### src/hdl/cau_pkg.sv
package cau_pkg;

    localparam int DATA_W = 32;

    typedef enum logic [2:0] {
        FUNC_ADD    = 3'd0,
        FUNC_SUB    = 3'd1,
        FUNC_MUL    = 3'd2,
        FUNC_MULR   = 3'd3,
        FUNC_DIV    = 3'd4,
        FUNC_DIVR   = 3'd5,
        FUNC_EQ     = 3'd6,
        FUNC_NONE   = 3'd7
    } func_t;

    typedef struct packed {
        func_t              func;
        logic signed [31:0] a_re;
        logic signed [31:0] a_im;
        logic signed [31:0] b_re;
        logic signed [31:0] b_im;
    } op_t;

    typedef struct packed {
        logic signed [31:0] res_re;
        logic signed [31:0] res_im;
        logic               is_equal;
        logic               div_zero;
        logic               overflow;
    } res_t;

    // front classification that travels with each queued operation
    typedef struct packed {
        logic is_addsub;
        logic is_mul;
        logic is_div;
        logic is_eq;
    } cls_t;

    typedef struct packed {
        op_t  op;
        cls_t cls;
    } qent_t;

endpackage

### src/hdl/cau_front.sv
module cau_front (
    input  logic          clk,
    input  logic          rst_n,
    input  logic          in_valid,
    output logic          in_ready,
    input  cau_pkg::op_t  in_op,
    output logic          q_valid,
    input  logic          q_ready,
    output cau_pkg::qent_t q_data
);
    import cau_pkg::*;

    localparam int DEPTH = 4;
    localparam int AW    = $clog2(DEPTH);

    qent_t          mem [DEPTH];
    logic [AW-1:0]  wptr_reg, rptr_reg;
    logic [AW:0]    cnt_reg;
    logic           push, pop;
    qent_t          ent;

    always_comb
    begin
        ent.op             = in_op;
        ent.cls.is_addsub  = (in_op.func == FUNC_ADD) || (in_op.func == FUNC_SUB);
        ent.cls.is_mul     = (in_op.func == FUNC_MUL) || (in_op.func == FUNC_MULR);
        ent.cls.is_div     = (in_op.func == FUNC_DIV) || (in_op.func == FUNC_DIVR);
        ent.cls.is_eq      = (in_op.func == FUNC_EQ);
    end

    assign in_ready = (cnt_reg != (AW+1)'(DEPTH));
    assign q_valid  = (cnt_reg != '0);
    assign push     = in_valid && in_ready;
    assign pop      = q_valid && q_ready;
    assign q_data   = mem[rptr_reg];

    always_ff @(posedge clk)
    begin
        if (push)
        begin
            mem[wptr_reg] <= ent;
        end
    end

    always_ff @(posedge clk or negedge rst_n)
    begin
        if (!rst_n)
        begin
            wptr_reg <= '0;
            rptr_reg <= '0;
            cnt_reg  <= '0;
        end
        else
        begin
            if (push) wptr_reg <= wptr_reg + 1'b1;
            if (pop)  rptr_reg <= rptr_reg + 1'b1;
            cnt_reg <= cnt_reg + (AW+1)'(push) - (AW+1)'(pop);
        end
    end

`ifndef SYNTHESIS
    a_no_overfill: assert property (@(posedge clk) disable iff (!rst_n)
        cnt_reg <= (AW+1)'(DEPTH))
        else $error("queue count beyond depth");
    a_cnt_step: assert property (@(posedge clk) disable iff (!rst_n)
        (push && !pop) |=> cnt_reg == $past(cnt_reg) + 1'b1)
        else $error("queue count did not grow");
    a_ptr_cnt: assert property (@(posedge clk) disable iff (!rst_n)
        (cnt_reg == '0) |-> (wptr_reg == rptr_reg))
        else $error("empty queue with pointers apart");
`endif
endmodule

### config.mk
export PLATFORM = sky130hd
export DESIGN_NAME = cau_front
export DESIGN_NICKNAME = d
export VERILOG_FILES = /design/src/hdl/cau_pkg.sv /design/src/hdl/cau_front.sv
export SDC_FILE = /design/constraint.sdc
export NUM_CORES = 1
export LEC_CHECK = 0
export BUFFER_PORTS_ARGS = -buffer_cell sky130_fd_sc_hd__buf_2
export CORE_MARGIN = 2
export CORE_UTILIZATION = 53
export DETAILED_ROUTE_END_ITERATION = 10
export PLACE_DENSITY_LB_ADDON = 0.1
export SLEW_MARGIN = 10
export SYNTH_ARGS = -nofsm -noshare
export SYNTH_HDL_FRONTEND = slang
export SYNTH_SLANG_ARGS = --single-unit
### constraint.sdc
create_clock -name clk -period 6.9 [get_ports clk]
set_input_delay 0.69 -clock clk [delete_from_list [all_inputs] [get_ports clk]]
set_output_delay 0.69 -clock clk [all_outputs]
set_load 0.005 [all_outputs]
==> results.yml <==
clocking:
  cts_max_level: 2
  cts_resized: 0
  cts_tree: "built"
  cts_sinks: 547
  insertion_delay_ns: 0.58
  clk_path_buf_depth: 3
  cts_buffers: 53
  path_clk_slew_ns: 0.06
  clockRootBuffer: "clkbuf_16"
synthesis:
  ys_warn_count: 0
  synthArstFlopShare_pct: 1.28
  synth-edff-count: 540
  synth_flop_cell: "edfxtp_1"
  synthTopCellsByCount: "edfxtp_1 (540), mux4_2 (135), buf_2 (11)"
  avgSynthCellArea_um2: 26.6
  ys_ff_latch: 547
  synthCells: 751
  yosysMostFrequentCell: "edfxtp_1"
  yosysUniqueCellTypes: 25
  seq_area_frac_synth_pct: 82.2
  syn_nets: 893
  synth_area_leaders: "edfxtp_1 (81%), mux4_2 (15%), dfrtp_1 (0.88%)"
  synth_largest_area_cell: "edfxtp_1"
  syn-cell-area_um2: 19900
  yosys.area.top_type_share_pct: 81.3
power_and_ir_drop:
  vdd_ir_drop_max_v: 0.000381
  power.leakage_nw: 7.98
  combPwrFrac_pct: 25.6
  power_frac_clock_pct: 28.2
  pwr_density_cell_nw_per_um2: 425
  p_sw_share_pct: 26.8
  power_frac_seq_pct: 46.2
  p_sw_mw: 2.69
  total_power_mw: 10.0
  p_int_mw: 7.34
detailed_routing:
  finalWirelength_um: 36100
  drtIter0Drc: 388
  vias: 8804
  antenna_left: 0
  post_drt_via_cell_ratio: 5.45
  drtPass1Iterations: 4
  wire_per_inst_um: 22.3
  drcViolationCount: 0
final_layout:
  area_growth_pct: 18.2
  instances_no_fill: 1616
  layout.nets: 1201
  largest_reg_flops: 540
  drive_gt1_share_pct: 44.6
  finish.utilization_pct: 63.1
  fillers: 2537
floorplanning:
  dieWidth_um: 198
  rows: 71
  die_area_um2: 39200
  initial_utilization_pct: 53.3
  fp.coreArea_um2: 37400
  die_h_um: 198
  io_pins: 272
global_route:
  overflow: 0
  grt_pass1_vias: 9154
  grt_pass1_wl_um: 54500
  track_usage_pct: 18.8
  antenna_found_initial: 7
  grt_start_max_net_pins: 104
placed_design:
  numPortBuffers: 271
  place_congestion: 0.693
  dp.cells: 1514
  hpwl_um: 21100
critical_path:
  cp.required_ns: 6.21
  rrSetupSlack_ns: 4.09
  critPathCaptureType: "primary output"
  worstPathArrival_ns: 3.06
  start_kind: "flip-flop"
  critPathKind: "reg2out"
  worstPathMaxFanout: 103
sta:
  relSlewSlack_pct: 36.7
  rsz0062_at_grt: "no"
  finalSetupViolCount: 0
  hold_violations: 0
  final-max-slew-violation-count: 0
  hold_slack_ns: 0.322
  tightest_slew_ns: 0.950
  period_share_pct: 54.3
  fin_tns_setup_ns: 0
  finClkSkew_ns: 0.0197
  max_freq_mhz: 267
  post-route-min-period_ns: 3.75
job:
  maxCapViolCount: 0
status:
  status: "finished clean"
worst_hold_path:
  hp-class: "in2reg"
[stage by stage]
stage | instance area, um2 | worst slack [ns]
final | 23600 | 3.15
after global routing | 23600 | 2.89
after CTS | 23600 | 2.98
after detailed placement | 21900 | 3.63
after global placement | 21900 | 3.65
after floorplan | 19900 | 2.54
[path summary, 6_finish.rpt]
kind,start,to,depth (start not counted)
worst max-delay path,rptr_reg[0],q_data[19],3
worst min-delay path,in_op[126],mem[3][130],1
worst max register to register,cnt_reg[2],mem[1][22],3
worst min register to register,wptr_reg[1],wptr_reg[1],2
max in group asynchronous,rst_n,rptr_reg[0],2
min in group asynchronous,rst_n,wptr_reg[0],2
[worst max-delay path, stage by stage, from the launching register on]
cell     delay [ns]
dfrtp_4        0.88
buf_12         0.67
mux4_2         0.60
buf_2          0.16
[cells in the final DEF, fill, tap and decap left out, drive strengths merged, types with 2 or more instances in the layout]
cell / Yosys / layout
ha: 6 / 6
nand2b: 4 / 4
dfrtp: 7 / 7
and3b: 4 / 4
nand2: 2 / 2
xnor2: 3 / 3
buf: 29 / 282
bufinv: 0 / 6
edfxtp: 540 / 540
nor2b: 2 / 2
mux4: 135 / 135
inv: 6 / 7
clkbuf: 1 / 72
clkinv: 0 / 16
nor2: 2 / 2
o211ai: 2 / 2
clkinvlp: 0 / 3
diode: 0 / 3
[kinds of logic after synthesis]
group / count (synthesis) / share of synthesized area, %
xor gates and xnor gates: 4 / 0.176
and+or+nand+nor: 18 / 0.621
AOI/OAI and AO/OA: 4 / 0.163
buffers and inverters: 36 / 1.16
muxes: 135 / 15.2
DFF: 547 / 82.2
adders and majority gates: 7 / 0.477
[layer usage]
| metal | vias up | GRT usage [%] | routed length, um |
|---|---|---|---|
| met1 | 4602 | 25.5 | 14900 |
| met2 | 252 | 29.7 | 17700 |
| li1 | 3875 | - | - |
| met3 | 67 | 5.62 | 2610 |
| met5 | - | 0 | 54 |
| met4 | 8 | 6.02 | 787 |
[final cells by class]
cell class	instances	area (um2)	share of cell area, %
clock buffer	72	1440	6.11
multi-input combinational	168	3340	14.2
timing repair buffer	283	1460	6.20
tap	511	639	2.71
clock inverter	26	277	1.17
sequential	547	16400	69.5
antenna	3	7.51	0.0318
inverter	6	22.5	0.0955
[timing repair]
action,in CTS,in global routing
hold buffers,1,0
setup buffers,0,0
endpoints found under the hold margin,7,0
[power groups by stage]
stage	sequential, mW	clock (mW)	combinational (mW)
floorplan	4.63	0	1.74
global placement	4.70	0	2.65
detailed placement	4.72	0	2.65
CTS	4.65	2.90	2.66
global route	4.70	3.02	2.81
finish	4.64	2.83	2.57
No activity file was read; power rests on OpenSTA's default activity.
